$ cat config.mk
export PLATFORM = sky130hd
export DESIGN_NAME = lobm_ctrl
export DESIGN_NICKNAME = d
export VERILOG_FILES = /design/src/rtl/lobm_pkg.sv /design/src/rtl/lobm_ctrl.sv
export SDC_FILE = /design/constraint.sdc
export NUM_CORES = 1
export LEC_CHECK = 0
export ABC_AREA = 1
export BUFFER_PORTS_ARGS = -buffer_cell sky130_fd_sc_hd__buf_2
export CORE_ASPECT_RATIO = 0.75
export CORE_MARGIN = 2
export CORE_UTILIZATION = 25
export CTS_BUF_LIST = sky130_fd_sc_hd__clkbuf_4
export CTS_CLUSTER_SIZE = 24
export DETAILED_ROUTE_END_ITERATION = 12
export PLACE_DENSITY = 0.48
export SETUP_SLACK_MARGIN = 0.02
export SLEW_MARGIN = 20
export SYNTH_ARGS = -nofsm -noshare
export SYNTH_HDL_FRONTEND = slang
export SYNTH_SLANG_ARGS = --single-unit
$ cat constraint.sdc
create_clock -name clk -period 1.7 [get_ports clk]
set_clock_uncertainty 0.05 [all_clocks]
set_input_delay 0.34 -clock clk [delete_from_list [all_inputs] [get_ports clk]]
set_output_delay 0.34 -clock clk [all_outputs]
set_load 0.005 [all_outputs]
$ cat src/rtl/lobm_pkg.sv
package lobm_pkg;

  localparam int BOOK_SLOTS_DEF = 64;
  localparam int MAX_TRADES = 64;
  localparam int TW = $clog2(MAX_TRADES + 1);
  localparam int TAW = $clog2(MAX_TRADES);

  typedef enum logic [1:0] {
    OP_ADD    = 2'd0,
    OP_CANCEL = 2'd1,
    OP_MODIFY = 2'd2,
    OP_EOD    = 2'd3
  } op_t;

  localparam logic [2:0] KIND_GTC = 3'd0;
  localparam logic [2:0] KIND_FAK = 3'd1;
  localparam logic [2:0] KIND_FOK = 3'd2;
  localparam logic [2:0] KIND_MKT = 3'd3;
  localparam logic [2:0] KIND_GFD = 3'd4;

  localparam logic [2:0] ST_OK      = 3'd0;
  localparam logic [2:0] ST_DUP     = 3'd1;
  localparam logic [2:0] ST_KILL    = 3'd2;
  localparam logic [2:0] ST_UNKNOWN = 3'd3;
  localparam logic [2:0] ST_FULL    = 3'd4;

  typedef struct packed {
    logic        valid;
    logic [31:0] id;
    logic        side;
    logic [2:0]  kind;
    logic [31:0] price;
    logic [31:0] remaining;
    logic [31:0] arrival;
  } slot_t;

  typedef struct packed {
    logic [31:0] id1;
    logic [31:0] p1;
    logic [31:0] id2;
    logic [31:0] p2;
    logic [31:0] qty;
  } trade_t;

  typedef enum logic [3:0] {
    DP_NOP, DP_CLR, DP_LOAD, DP_SCAN_INIT, DP_SCAN, DP_REMOVE, DP_TRADE,
    DP_REST, DP_OUT_STAT, DP_OUT_RD, DP_OUT_LD, DP_OUT_NEXT
  } dp_op_t;

  typedef struct packed {
    dp_op_t     op;
    logic       scan_b;
    logic       set_status;
    logic [2:0] status;
  } cmd_t;

  typedef struct packed {
    logic       idx_done;
    logic       scan_done;
    op_t        op;
    logic [2:0] kind;
    logic       qty_zero;
    logic       found;
    logic       free_found;
    logic       best_found;
    logic       best_cross;
    logic       fok_ok;
    logic       rem_zero;
    logic       n_zero;
    logic       n_full;
  } sts_t;

  typedef enum logic [4:0] {
    S_CLEAR, S_IDLE, S_SA_INIT, S_SA, S_AFTER_A, S_REMOVE, S_SB_INIT, S_SB,
    S_CHECK, S_MATCH, S_TRADE, S_LOOP, S_FINISH, S_REST, S_OUT_PREP,
    S_OUT_RD, S_OUT_LD, S_OUT_WAIT
  } state_t;

endpackage

$ cat src/rtl/lobm_ctrl.sv
module lobm_ctrl
  import lobm_pkg::*;
(
  input  logic clk,
  input  logic rst_n,
  input  logic in_valid,
  output logic in_ready,
  output logic out_valid,
  input  logic out_ready,
  input  logic out_last,
  input  sts_t sts,
  output cmd_t cmd
);
  state_t state_r, state_nxt;
  logic   first_r, first_nxt;
  logic   rests;

  assign rests = (sts.kind == KIND_GTC) || (sts.kind == KIND_GFD);

  always_ff @(posedge clk) begin
    if (!rst_n) begin
      state_r <= S_CLEAR;
      first_r <= 1'b0;
    end else begin
      state_r <= state_nxt;
      first_r <= first_nxt;
    end
  end

  always_comb begin
    state_nxt = state_r;
    first_nxt = first_r;
    cmd = '{op: DP_NOP, scan_b: 1'b0, set_status: 1'b0, status: ST_OK};
    in_ready = 1'b0;
    out_valid = 1'b0;
    case (state_r)
      S_CLEAR: begin
        cmd.op = DP_CLR;
        if (sts.idx_done) state_nxt = S_IDLE;
      end
      S_IDLE: begin
        in_ready = 1'b1;
        if (in_valid) begin
          cmd.op = DP_LOAD;
          state_nxt = S_SA_INIT;
        end
      end
      S_SA_INIT: begin
        cmd.op = DP_SCAN_INIT;
        state_nxt = S_SA;
      end
      S_SA: begin
        cmd.op = DP_SCAN;
        if (sts.scan_done) state_nxt = S_AFTER_A;
      end
      S_AFTER_A: begin
        first_nxt = 1'b1;
        case (sts.op)
          OP_EOD: state_nxt = S_OUT_PREP;
          OP_ADD: begin
            if (sts.found) begin
              cmd.set_status = 1'b1;
              cmd.status = ST_DUP;
              state_nxt = S_OUT_PREP;
            end else if (sts.qty_zero) state_nxt = S_OUT_PREP;
            else state_nxt = S_SB_INIT;
          end
          default: begin
            if (sts.found) state_nxt = S_REMOVE;
            else begin
              cmd.set_status = 1'b1;
              cmd.status = ST_UNKNOWN;
              state_nxt = S_OUT_PREP;
            end
          end
        endcase
      end
      S_REMOVE: begin
        cmd.op = DP_REMOVE;
        if (sts.op == OP_MODIFY && !sts.qty_zero) state_nxt = S_SB_INIT;
        else state_nxt = S_OUT_PREP;
      end
      S_SB_INIT: begin
        cmd.op = DP_SCAN_INIT;
        cmd.scan_b = 1'b1;
        state_nxt = S_SB;
      end
      S_SB: begin
        cmd.op = DP_SCAN;
        if (sts.scan_done) state_nxt = first_r ? S_CHECK : S_MATCH;
      end
      S_CHECK: begin
        first_nxt = 1'b0;
        state_nxt = S_MATCH;
        if ((sts.kind == KIND_FAK && !(sts.best_found && sts.best_cross)) ||
            (sts.kind == KIND_FOK && !sts.fok_ok)) begin
          cmd.set_status = 1'b1;
          cmd.status = ST_KILL;
          state_nxt = S_OUT_PREP;
        end else if (rests && !sts.free_found) begin
          cmd.set_status = 1'b1;
          cmd.status = ST_FULL;
          state_nxt = S_OUT_PREP;
        end
      end
      S_MATCH: begin
        if (sts.best_found && (sts.kind == KIND_MKT || sts.best_cross))
          state_nxt = S_TRADE;
        else state_nxt = S_FINISH;
      end
      S_TRADE: begin
        cmd.op = DP_TRADE;
        state_nxt = S_LOOP;
      end
      S_LOOP: begin
        if (sts.rem_zero || sts.n_full) state_nxt = S_FINISH;
        else state_nxt = S_SB_INIT;
      end
      S_FINISH: begin
        if (sts.kind == KIND_MKT && sts.n_zero) begin
          cmd.set_status = 1'b1;
          cmd.status = ST_KILL;
        end
        if (rests && !sts.rem_zero) state_nxt = S_REST;
        else state_nxt = S_OUT_PREP;
      end
      S_REST: begin
        cmd.op = DP_REST;
        state_nxt = S_OUT_PREP;
      end
      S_OUT_PREP: begin
        if (sts.n_zero) begin
          cmd.op = DP_OUT_STAT;
          state_nxt = S_OUT_WAIT;
        end else state_nxt = S_OUT_RD;
      end
      S_OUT_RD: begin
        cmd.op = DP_OUT_RD;
        state_nxt = S_OUT_LD;
      end
      S_OUT_LD: begin
        cmd.op = DP_OUT_LD;
        state_nxt = S_OUT_WAIT;
      end
      S_OUT_WAIT: begin
        out_valid = 1'b1;
        if (out_ready) begin
          if (out_last) state_nxt = S_IDLE;
          else begin
            cmd.op = DP_OUT_NEXT;
            state_nxt = S_OUT_RD;
          end
        end
      end
      default: state_nxt = S_IDLE;
    endcase
  end
endmodule

# After elaboration in Yosys (flattened, before gate mapping)
# Index checks and enable logic that the tools add are counted.
# classes
mul	0
n_shift	0
addsub	0
div_mod_pow	0
n_eq_ne	28
n_mux	35
magnitude_cmp	0
reduce_logical	24
bitwise	0
# ops
op	n
5-bit one-hot mux with 18 select lines	1
4-bit 2-to-1 mux	14
4-bit one-hot mux with 11 select lines	1
5-bit by 4-bit equality test with 1-bit output (second input constant)	8
5-bit 2-to-1 mux	6
5-bit by 3-bit equality test with 1-bit output (second input constant)	4
4-bit one-hot mux with 3 select lines	1
5-bit by 2-bit equality test with 1-bit output (second input constant)	2
5-bit equality test (second input constant)	2
2-bit inequality test (second input constant)	5
5-bit one-hot mux with 2 select lines	1
3-bit 2-to-1 mux	3
1-bit logical AND	8
4-bit one-hot mux with 2 select lines	1
3-bit by 2-bit equality test with 1-bit output (second input constant)	2
5-bit by 1-bit equality test with 1-bit output (second input constant)	1
1-bit logical NOT	5
5-bit logical NOT	1
5-bit AND reduction	1
2-bit equality test (second input constant)	2
1-bit logical OR	4
1-bit 2-to-1 mux	4
2-bit 2-to-1 mux	2
2-bit OR reduction	2
other kinds (6)	6
# word_totals
n_memories	0
regBits	6
word_cells	89
romBits	0
mem_bits_rw	0
latchBits	0
out_inout_bits	11

# Logic depth before layout (Yosys ltp)
# Gate-level depths: netlist of the first run.
# logic_depth
word_depth	6
ltp_mapped	11

# Least setup slack after synthesis of the first run
# No wires, ideal clock.
# synth_timing
path_type	input to output
startpoint	input sts[12] (netlist name)
endpoint	output cmd[3] (netlist name)
n_path_buf	0
t_required_ns	1.310
stages	7
arrival_ns	1.175
setup_slack_ns	0.135
cell_sequence	inv_1 -> ha_1 -> nand2_1 -> nand3_1 -> a21oi_1 -> nor2_1 -> nand2_1
# synth_rtl
element	line_no	rtl
start: declaration	lobm_ctrl.sv:11	input sts_t sts,
end: declaration	lobm_ctrl.sv:12	output cmd_t cmd

==> flow_metrics.py, run 1 <==
metrics = {
    "global_route": {
        "grt_start_max_net_pins": 10,
        "grt_antenna_before_repair": 0,
        "grt.total_usage_pct": 16.4,
        "grt_pass1_wl_um": 5380,
        "grt-ovfl-total": 0,
        "grt_pass1_vias": 1282,
    },
    "timing": {
        "setup_ws_ns": -0.123,
        "drv_slew": 0,
        "period_needed_ns": 1.82,
        "post-route-period-util_pct": 107,
        "finalSetupViolations": 8,
        "grt_setup_unrepaired": "true",
        "hold_viol_final": 0,
        "hold_ws_ns": 0.271,
        "worstMarginPinSlew_ns": 0.283,
        "fmax_mhz": 549,
        "slew-limit-headroom_pct": 80.9,
    },
    "critical_path": {
        "cp.arrival_ns": 1.43,
        "critPathMaxFanout": 9,
        "path_class": "reg2out",
        "end_kind": "output port",
        "required_ns": 1.31,
        "cp_cell_sequence": "buf_12 > nor2_4 > nand4_1 > nor2_2 > nor4_2 > o21ai_1 > buf_2",
        "crit_family": "simple AND/OR/NAND/NOR gates",
        "max_stage_delay_ns": 0.32,
        "crit_slowest_cell": "dfxtp_2",
        "setup.worst_path.start_class": "flop",
        "crit_buf_inv": 2,
    },
    "clock_network": {
        "cts_hold_buf": 0,
        "cts_root_buffer": "clkbuf_4",
        "cts_buffer_depth": 2,
        "clkSlewWorstSetupHoldPaths_ns": 0.04,
        "cts_tree": "done",
        "insertion_delay_ns": 0.23,
        "cts_sinks": 6,
        "cts_buffers": 3,
        "htree_num_levels": 1,
    },
    "layout": {
        "final_nets": 278,
        "layout-drive-gt1-share_pct": 48.4,
        "final_cells": 304,
        "n_antenna_cell": 0,
        "fin_util_pct": 45.6,
        "filler_cell_count": 389,
        "synthToLayoutAreaGrowth_pct": 77.4,
    },
    "drt": {
        "ant_nets": 0,
        "firstDrtPassIters": 4,
        "drt_iter0_drc": 86,
        "vias": 1360,
        "wl_per_cell_um": 11.1,
        "vias_per_cell": 4.47,
        "drc": 0,
        "wirelength_um": 3360,
    },
    "synth": {
        "seq_area_frac_synth_pct": 13.0,
        "ys_ff_latch": 6,
        "dominantRegCellSynth": "dfxtp_1",
        "synthCells": 181,
        "mappedNetlistArea_um2": 923,
        "synth.avg_cell_area_um2": 5.10,
        "synth_compound_area_share_pct": 10.6,
        "synth_cell_types": 18,
        "yosys.area.top_type": "nand2_1",
        "synth_fa_ha_area_share_pct": 4.07,
        "synth_xor_area_share_pct": 0,
        "yosysWarningCount": 0,
        "synthMuxAreaShare_pct": 0,
        "synth_top_area_share_pct": 17.1,
        "syn_nets": 205,
        "synth-simple-area-share_pct": 56.9,
        "synthArstFlopShare_pct": 0,
        "ys_top_cells_by_area": "nand2_1 17%, dfxtp_1 13%, inv_1 12%",
        "synth_edf_count": 0,
        "synth_top_family_by_area": "simple AND/OR/NAND/NOR gates",
    },
    "run": {
        "maxCapViolations": 0,
    },
    "placed_design": {
        "pre_cts_ws_ns": -0.0449,
        "io_buffers": 31,
        "dpl.cell_count": 288,
        "dp_hpwl_um": 2560,
        "gp_congestion": 0.847,
    },
    "pwr": {
        "power_density_nw_per_um2": 655,
        "p_leak_nw": 0.878,
        "ir_drop_v": 0.000436,
    },
    "floorplan": {
        "dieArea_um2": 4200,
        "ioPinCount": 32,
        "core_um2": 3590,
        "initial_utilization_pct": 25.7,
        "die_w_um": 74.2,
        "die_h_um": 56.6,
        "fp-row-count": 19,
    },
    "status": {
        "status": "complete, but fails checks",
        "violations": "negative setup slack",
    },
    "min_path": {
        "hold_class": "in2reg",
    },
}
## power breakdown
group	internal, mW	switching (mW)	total, mW
Clock	0.0793	0.0439	0.123
Combinational	0.346	0.395	0.741
Sequential	0.169	0.0399	0.209
Total	0.595	0.478	1.07
## registers in the layout, indices dropped and copies added (netlist names)
register,count
state_r,5
first_r,1
## cell usage in the layout, fill, tap and decap left out, drive strengths merged
cell type  instances
nand2             42
inv               34
buf               71
nand4              7
nor2              36
o21ai              9
nand3b             4
dfxtp              6
ha                 3
clkbuf             3
a21oi              9
nor3               8
nor4               1
nand3             18
a211oi             1
## worst paths after layout
kind	startpoint	to	slack [ns]	cells past startpoint
hold / removal	rst_n	state_r[4]	0.27	3
setup / recovery	state_r[3]	cmd[5]	-0.12	7
hold reg to reg	first_r	first_r	0.41	2
setup reg to reg	state_r[3]	state_r[1]	-0.05	15
## worst register-to-register path, stage by stage (launching register included)
cell and delay (ns):
dfxtp_2 0.32, buf_12 0.13, buf_4 0.13, nand2_1 0.04, inv_1 0.04, nand3_2 0.08
nand2_2 0.08, buf_6 0.11, buf_4 0.11, buf_4 0.12, nor2_2 0.08, nand2_1 0.07
nor2_1 0.08, nand2_1 0.06, nand2_1 0.07, a21oi_1 0.06
## layout make-up
class                           instances  area, um^2  share of cell area, %
Tap cell                               52        65.1                   3.97
Inverter                               34         135                   8.25
Clock buffer                            3        22.5                   1.38
Timing Repair Buffer                   71         490                   29.9
Multi-Input combinational cell        138         791                   48.3
Sequential cell                         6         134                   8.17
## metrics by stage
| step | cell area (um^2) | setup TNS, ns | total power, mW |
|---|---|---|---|
| floorplan | 923 | 0 | 0.485 |
| global placement | 1340 | -0.0227 | 0.721 |
| detailed placement | 1340 | -0.0449 | 0.713 |
| CTS | 1550 | -0.442 | 0.995 |
| global route | 1640 | -1.46 | 1.17 |
| finish | 1640 | -0.586 | 1.07 |
## timing repair
item,4_1_cts,5_1_grt
resized for setup,36,24
pin swaps,8,7
setup endpoints to repair,10,15
buffers inserted,10,3
## per-layer routing
metal | up-vias | routed length, um | share of wire [%] | global-route usage [%]
met3 | 4 | 127 | 3.8 | 0.898
li1 | 725 | - | - | -
met2 | 24 | 1600 | 48 | 25.3
met4 | 0 | 36 | 1.1 | 6.49
met1 | 607 | 1600 | 48 | 23.6
met5 | - | 0 | 0 | 0
## Yosys cell counts, types with 3 or more instances
library cell,n
a21oi_1,9
buf_2,3
dfxtp_1,6
ha_1,3
inv_1,30
inv_2,4
nand2_1,42
nand3_1,18
nand3b_1,4
nand4_1,7
nor2_1,29
nor2_2,7
nor3_1,7
o21ai_0,6
o21ai_1,3
## cell families (layout without fill, tap and decap cells)
kind of cell | after synthesis | after routing
AOI/OAI and AO/OA | 19 | 19
adders and majority gates | 3 | 3
buffers and inverters | 37 | 108
DFF | 6 | 6
and+or+nand+nor | 116 | 116
Note: power is estimated with default switching activity, not from simulation.
==> run 2, diff against run 1 <==
--- a/config.mk
+++ b/config.mk
@@ -14,7 +14,7 @@
 export CTS_CLUSTER_SIZE = 24
 export DETAILED_ROUTE_END_ITERATION = 12
 export PLACE_DENSITY = 0.48
-export SETUP_SLACK_MARGIN = 0.02
+export SETUP_SLACK_MARGIN = 0.05
 export SLEW_MARGIN = 20
 export SYNTH_ARGS = -nofsm -noshare
 export SYNTH_HDL_FRONTEND = slang
==> run 2 against run 1 <==
Net effect:
- the flow still finishes with violations (negative setup slack)
- count of clock-buffer cells in the layout stayed put
- global-route usage stayed put
- largest cell class unchanged
- critical endpoint unchanged
- maximum frequency stayed put
- combinational power hardly changed
- first-iteration DRC count is 17% lower
- die area stayed put
- design area stayed put
- via count stayed put
==> flow_metrics.py, run 2 (synthesis results as in run 1) <==
metrics = {
    "global_route": {
        "grt-ovfl-total": 0,
        "grt_pass1_wl_um": 5380,
        "grt_antenna_before_repair": 0,
        "grt_start_max_net_pins": 10,
        "grt.total_usage_pct": 16.4,
        "grt_pass1_vias": 1282,
    },
    "clock_network": {
        "cts_buffer_depth": 2,
        "insertion_delay_ns": 0.23,
        "cts_hold_buf": 0,
        "cts_sinks": 6,
        "cts_root_buffer": "clkbuf_4",
        "htree_num_levels": 1,
        "clkSlewWorstSetupHoldPaths_ns": 0.04,
        "cts_tree": "done",
        "cts_buffers": 3,
    },
    "status": {
        "status": "complete, but fails checks",
        "violations": "negative setup slack",
    },
    "critical_path": {
        "required_ns": 1.31,
        "critPathMaxFanout": 9,
        "reg2reg_to": "state_r[1]",
        "r2r_slack_ns": -0.05,
        "crit_buf_inv": 2,
        "reg2regPathDepth": 15,
        "setup.worst_path.start_class": "flop",
        "end_kind": "output port",
        "cp_cell_sequence": "buf_12 > nor2_4 > nand4_1 > nor2_2 > nor4_2 > o21ai_1 > buf_2",
        "r2r_start": "state_r[3]",
        "max_stage_delay_ns": 0.32,
        "path_class": "reg2out",
        "crit_slowest_cell": "dfxtp_2",
        "crit_family": "simple AND/OR/NAND/NOR gates",
        "crit_start": "state_r[3]",
        "cp.arrival_ns": 1.43,
    },
    "drt": {
        "met1_length_um": 1600,
        "drc": 0,
        "wirelength_um": 3360,
        "wl_per_cell_um": 11.1,
        "ant_nets": 0,
        "wl_met3_um": 127,
        "vias_per_cell": 4.47,
        "drt_iter0_drc": 71,
        "firstDrtPassIters": 4,
        "vias": 1360,
        "wl_met2_um": 1600,
        "top_layer_used": "met4",
    },
    "layout": {
        "n_antenna_cell": 0,
        "final_nets": 278,
        "fin_area_um2": 1640,
        "max_flop_register": "state_r",
        "layout-drive-gt1-share_pct": 48.4,
        "final_cells": 304,
        "seq_area_um2": 134,
        "fin_util_pct": 45.6,
        "reg.largest.list": "state_r: 5 flops, first_r: 1 flops",
        "largest_reg_flops": 5,
        "most-common-layout-cells": "36 x nand2_1, 33 x buf_4, 31 x buf_2",
        "synthToLayoutAreaGrowth_pct": 77.4,
        "filler_cell_count": 389,
        "final_common_cell": "nand2_1",
        "multi_input_area_um2": 791,
    },
    "timing": {
        "setup_tns_ns": -0.586,
        "hold_ws_ns": 0.271,
        "slew-limit-headroom_pct": 80.9,
        "period_needed_ns": 1.82,
        "drv_slew": 0,
        "post-route-period-util_pct": 107,
        "finalSetupViolations": 8,
        "hold_viol_final": 0,
        "fmax_mhz": 549,
        "setup_ws_ns": -0.123,
        "worstMarginPinSlew_ns": 0.283,
        "grt_setup_unrepaired": "true",
    },
    "pwr": {
        "clkPwrFrac_pct": 11.5,
        "power_density_nw_per_um2": 655,
        "p_leak_nw": 0.878,
        "switching_share_pct": 44.6,
        "ir_drop_v": 0.000436,
        "combPwrFrac_pct": 69.0,
        "power_switching_mw": 0.478,
        "intPower_mw": 0.595,
        "pwr-share-seq_pct": 19.5,
        "power_mw": 1.07,
    },
    "floorplan": {
        "ioPinCount": 32,
        "initial_utilization_pct": 25.7,
        "dieArea_um2": 4200,
        "die_h_um": 56.6,
        "core_um2": 3590,
        "die_w_um": 74.2,
        "fp-row-count": 19,
    },
    "placed_design": {
        "dpl_cell_area_um2": 1340,
        "dpl.cell_count": 288,
        "pre_cts_ws_ns": -0.0449,
        "dp_hpwl_um": 2560,
        "io_buffers": 31,
        "gp_congestion": 0.847,
    },
    "min_path": {
        "min_from": "rst_n",
        "whs_endpoint": "state_r[4]",
        "hold_class": "in2reg",
        "holdPathStages": 3,
    },
    "run": {
        "maxCapViolations": 0,
    },
}
## run 2: cell counts in the layout (fill, tap and decap cells not counted)
No cell type changed its count.
## run 2: worst max path at each step
stage	endpoint	cells after the start	slack, ns
finish	cmd[5]	7	-0.12
detailed placement	cmd[3]	9	-0.04
CTS	cmd[5]	7	-0.12
global route	cmd[5]	8	-0.22
floorplan	cmd[3]	7	0.13
global placement	cmd[3]	9	-0.02
## run 2: what timing repair did
action	4_1_cts	5_1_grt
endpoints found under the hold margin	0	0
buffers inserted	10	3
endpoints found under the setup margin	10	15
pin swaps	8	7
gates resized for setup	36	24
## run 2: area by class of cell
class	instances	area share, %
tap	52	3.97
multi-input combinational	138	48.3
sequential	6	8.17
timing repair buffer	71	29.9
inverter	34	8.25
clock buffer	3	1.38
## run 2: routing by layer
| metal | vias to the layer above | GRT usage (%) |
|---|---|---|
| met4 | 0 | 6.49 |
| met5 | - | 0 |
| met1 | 607 | 23.6 |
| met2 | 24 | 25.3 |
| li1 | 725 | - |
| met3 | 4 | 0.898 |
## run 2: worst reg2reg max path: cells and delay by family, from the launching register on
kind            cells  cell delay [ns]
compound gates      1             0.06
buf+inv             6             0.64
flops               1             0.32
simple gates        8             0.56
## run 2: power by group through the flow
stage	logic, mW	registers [mW]	clock network [mW]
after CTS	0.653	0.209	0.133
after global routing	0.814	0.211	0.144
after floorplan	0.303	0.182	0
after detailed placement	0.524	0.189	0
final	0.741	0.209	0.123
after global placement	0.531	0.190	0
==> run 3, diff against run 2 <==
--- a/config.mk
+++ b/config.mk
@@ -6,7 +6,7 @@
 export NUM_CORES = 1
 export LEC_CHECK = 0
 export ABC_AREA = 1
-export BUFFER_PORTS_ARGS = -buffer_cell sky130_fd_sc_hd__buf_2
+export BUFFER_PORTS_ARGS = -buffer_cell sky130_fd_sc_hd__clkbuf_2
 export CORE_ASPECT_RATIO = 0.75
 export CORE_MARGIN = 2
 export CORE_UTILIZATION = 25
==> run 3 against run 2 <==
Net effect:
- the run still ends with negative setup slack left
- largest power group unchanged
- core utilization down 1.5 points
- worst setup slack worse by 0.0032 ns
- largest cell class unchanged
- total power is 5.6% lower
- highest routed layer unchanged
- sequential cell count is the same
- via count is 0.15% lower
- final cell count shrank 0.99%
- first-iteration DRC count up 14%
==> flow_metrics.py, run 3 (synthesis results as in run 1) <==
metrics = {
    "clock_network": {
        "cts_buffer_depth": 2,
        "cts_sinks": 6,
        "cts_buffers": 3,
        "cts_tree": "done",
        "clkSlewWorstSetupHoldPaths_ns": 0.04,
        "cts_root_buffer": "clkbuf_4",
        "htree_num_levels": 1,
        "insertion_delay_ns": 0.24,
        "cts_hold_buf": 0,
    },
    "placed_design": {
        "gp_congestion": 0.833,
        "io_buffers": 31,
        "dp_hpwl_um": 2650,
    },
    "layout": {
        "filler_cell_count": 404,
        "synthToLayoutAreaGrowth_pct": 71.4,
        "fin_util_pct": 44.1,
        "reg.largest.list": "state_r: 5 flops, first_r: 1 flops",
        "largest_reg_flops": 5,
        "most-common-layout-cells": "40 x nand2_1, 34 x buf_4, 30 x clkbuf_2",
        "final_nets": 275,
        "layout-drive-gt1-share_pct": 45.0,
        "n_antenna_cell": 0,
        "final_common_cell": "nand2_1",
        "max_flop_register": "state_r",
    },
    "global_route": {
        "grt_pass1_vias": 1233,
        "grt_start_max_net_pins": 10,
        "grt_antenna_before_repair": 0,
        "grt.total_usage_pct": 16.2,
        "grt-ovfl-total": 0,
        "grt_pass1_wl_um": 5310,
    },
    "pwr": {
        "power_density_nw_per_um2": 640,
        "power_mw": 1.01,
        "p_leak_nw": 0.856,
        "switching_share_pct": 45.1,
        "power_switching_mw": 0.457,
        "clkPwrFrac_pct": 12.8,
        "pwr-share-seq_pct": 19.9,
        "ir_drop_v": 0.000549,
        "combPwrFrac_pct": 67.3,
        "intPower_mw": 0.557,
    },
    "status": {
        "status": "complete, but fails checks",
        "violations": "negative setup slack",
    },
    "critical_path": {
        "crit_slowest_cell": "dfxtp_4",
        "setup.worst_path.start_class": "flop",
        "cp_cell_sequence": "buf_6 > nand2_1 > nor3_1 > nor4_2 > o21ai_1 > clkbuf_2",
        "end_kind": "output port",
        "r2r_start": "state_r[4]",
        "max_stage_delay_ns": 0.37,
        "cp.arrival_ns": 1.44,
        "critPathMaxFanout": 4,
        "crit_start": "state_r[1]",
        "required_ns": 1.31,
        "reg2regPathDepth": 12,
        "path_class": "reg2out",
        "cp-endpoint": "cmd[5]",
        "reg2reg_to": "state_r[0]",
        "r2r_slack_ns": 0.10,
    },
    "floorplan": {
        "core_um2": 3590,
        "fp-row-count": 19,
        "die_h_um": 56.6,
        "ioPinCount": 32,
        "die_w_um": 74.2,
        "initial_utilization_pct": 25.7,
        "dieArea_um2": 4200,
    },
    "drt": {
        "wirelength_um": 3210,
        "ant_nets": 0,
        "firstDrtPassIters": 4,
        "drt_iter0_drc": 81,
        "vias_per_cell": 4.51,
        "wl_per_cell_um": 10.7,
        "vias": 1358,
        "drc": 0,
    },
    "timing": {
        "fmax_mhz": 548,
        "finalSetupViolations": 9,
        "grt_setup_unrepaired": "true",
        "post-route-period-util_pct": 107,
        "setup_tns_ns": -0.466,
        "worstMarginPinSlew_ns": 0.252,
        "drv_slew": 0,
        "setup_ws_ns": -0.126,
        "slew-limit-headroom_pct": 83.0,
        "period_needed_ns": 1.83,
        "hold_viol_final": 0,
    },
    "min_path": {
        "holdPathStages": 3,
        "hold_class": "in2reg",
    },
    "run": {
        "maxCapViolations": 0,
    },
}
run 3: timing repair:
action,CTS,global route
cloned,0,0
buffers inserted,5,2
gates resized for setup,30,15
pin swaps,8,3
endpoints found under the setup margin,10,13
run 3: how the worst min path moves through the flow:
| stage | to | start | slack, ns |
|---|---|---|---|
| after floorplan | state_r[4] | rst_n | 0.39 |
| after global placement | first_r | first_r | 0.41 |
| after detailed placement | first_r | first_r | 0.41 |
| after CTS | state_r[4] | rst_n | 0.26 |
| after global routing | state_r[4] | rst_n | 0.28 |
| final | state_r[4] | rst_n | 0.26 |
run 3: area by class of cell:
type	count	area, um^2	share of cell area [%]
Inverter	34	130	8.22
Tap cell	52	65.1	4.11
Clock buffer	3	22.5	1.42
Multi-Input combinational cell	138	778	49.2
Sequential cell	6	134	8.46
Timing Repair Buffer	68	453	28.6
run 3: per-stage QoR:
stage          area (um^2)  cells  worst slack, ns  hold WS [ns]
2_1_floorplan          923    181            0.135         0.388
5_1_grt               1580    301           -0.176         0.283
6_report              1580    301           -0.126         0.260
3_3_place_gp          1370    291          -0.0406         0.407
3_5_place_dp          1370    291          -0.0583         0.408
4_1_cts               1520    299           -0.120         0.255
run 3: metal layers:
metal  wire, um  GRT usage (%)
met5          0              0
met3        154          0.718
met1       1610           25.2
met4         71           6.49
met2       1370           22.8
run 3: power by group through the flow:
stage          Sequential [mW]  Combinational (mW)  Clock, mW
4_1_cts                  0.200               0.612      0.138
3_3_place_gp             0.188               0.545          0
6_report                 0.202               0.682      0.130
3_5_place_dp             0.187               0.541          0
5_1_grt                  0.202               0.754      0.145
2_1_floorplan            0.182               0.303          0
run 3: worst max-delay path, delay by kind of cell, from the launching register on:
| kind | cells | cell delay (ns) |
|---|---|---|
| simple gates | 3 | 0.45 |
| buf+inv | 2 | 0.26 |
| flops | 1 | 0.37 |
| compound gates | 1 | 0.11 |
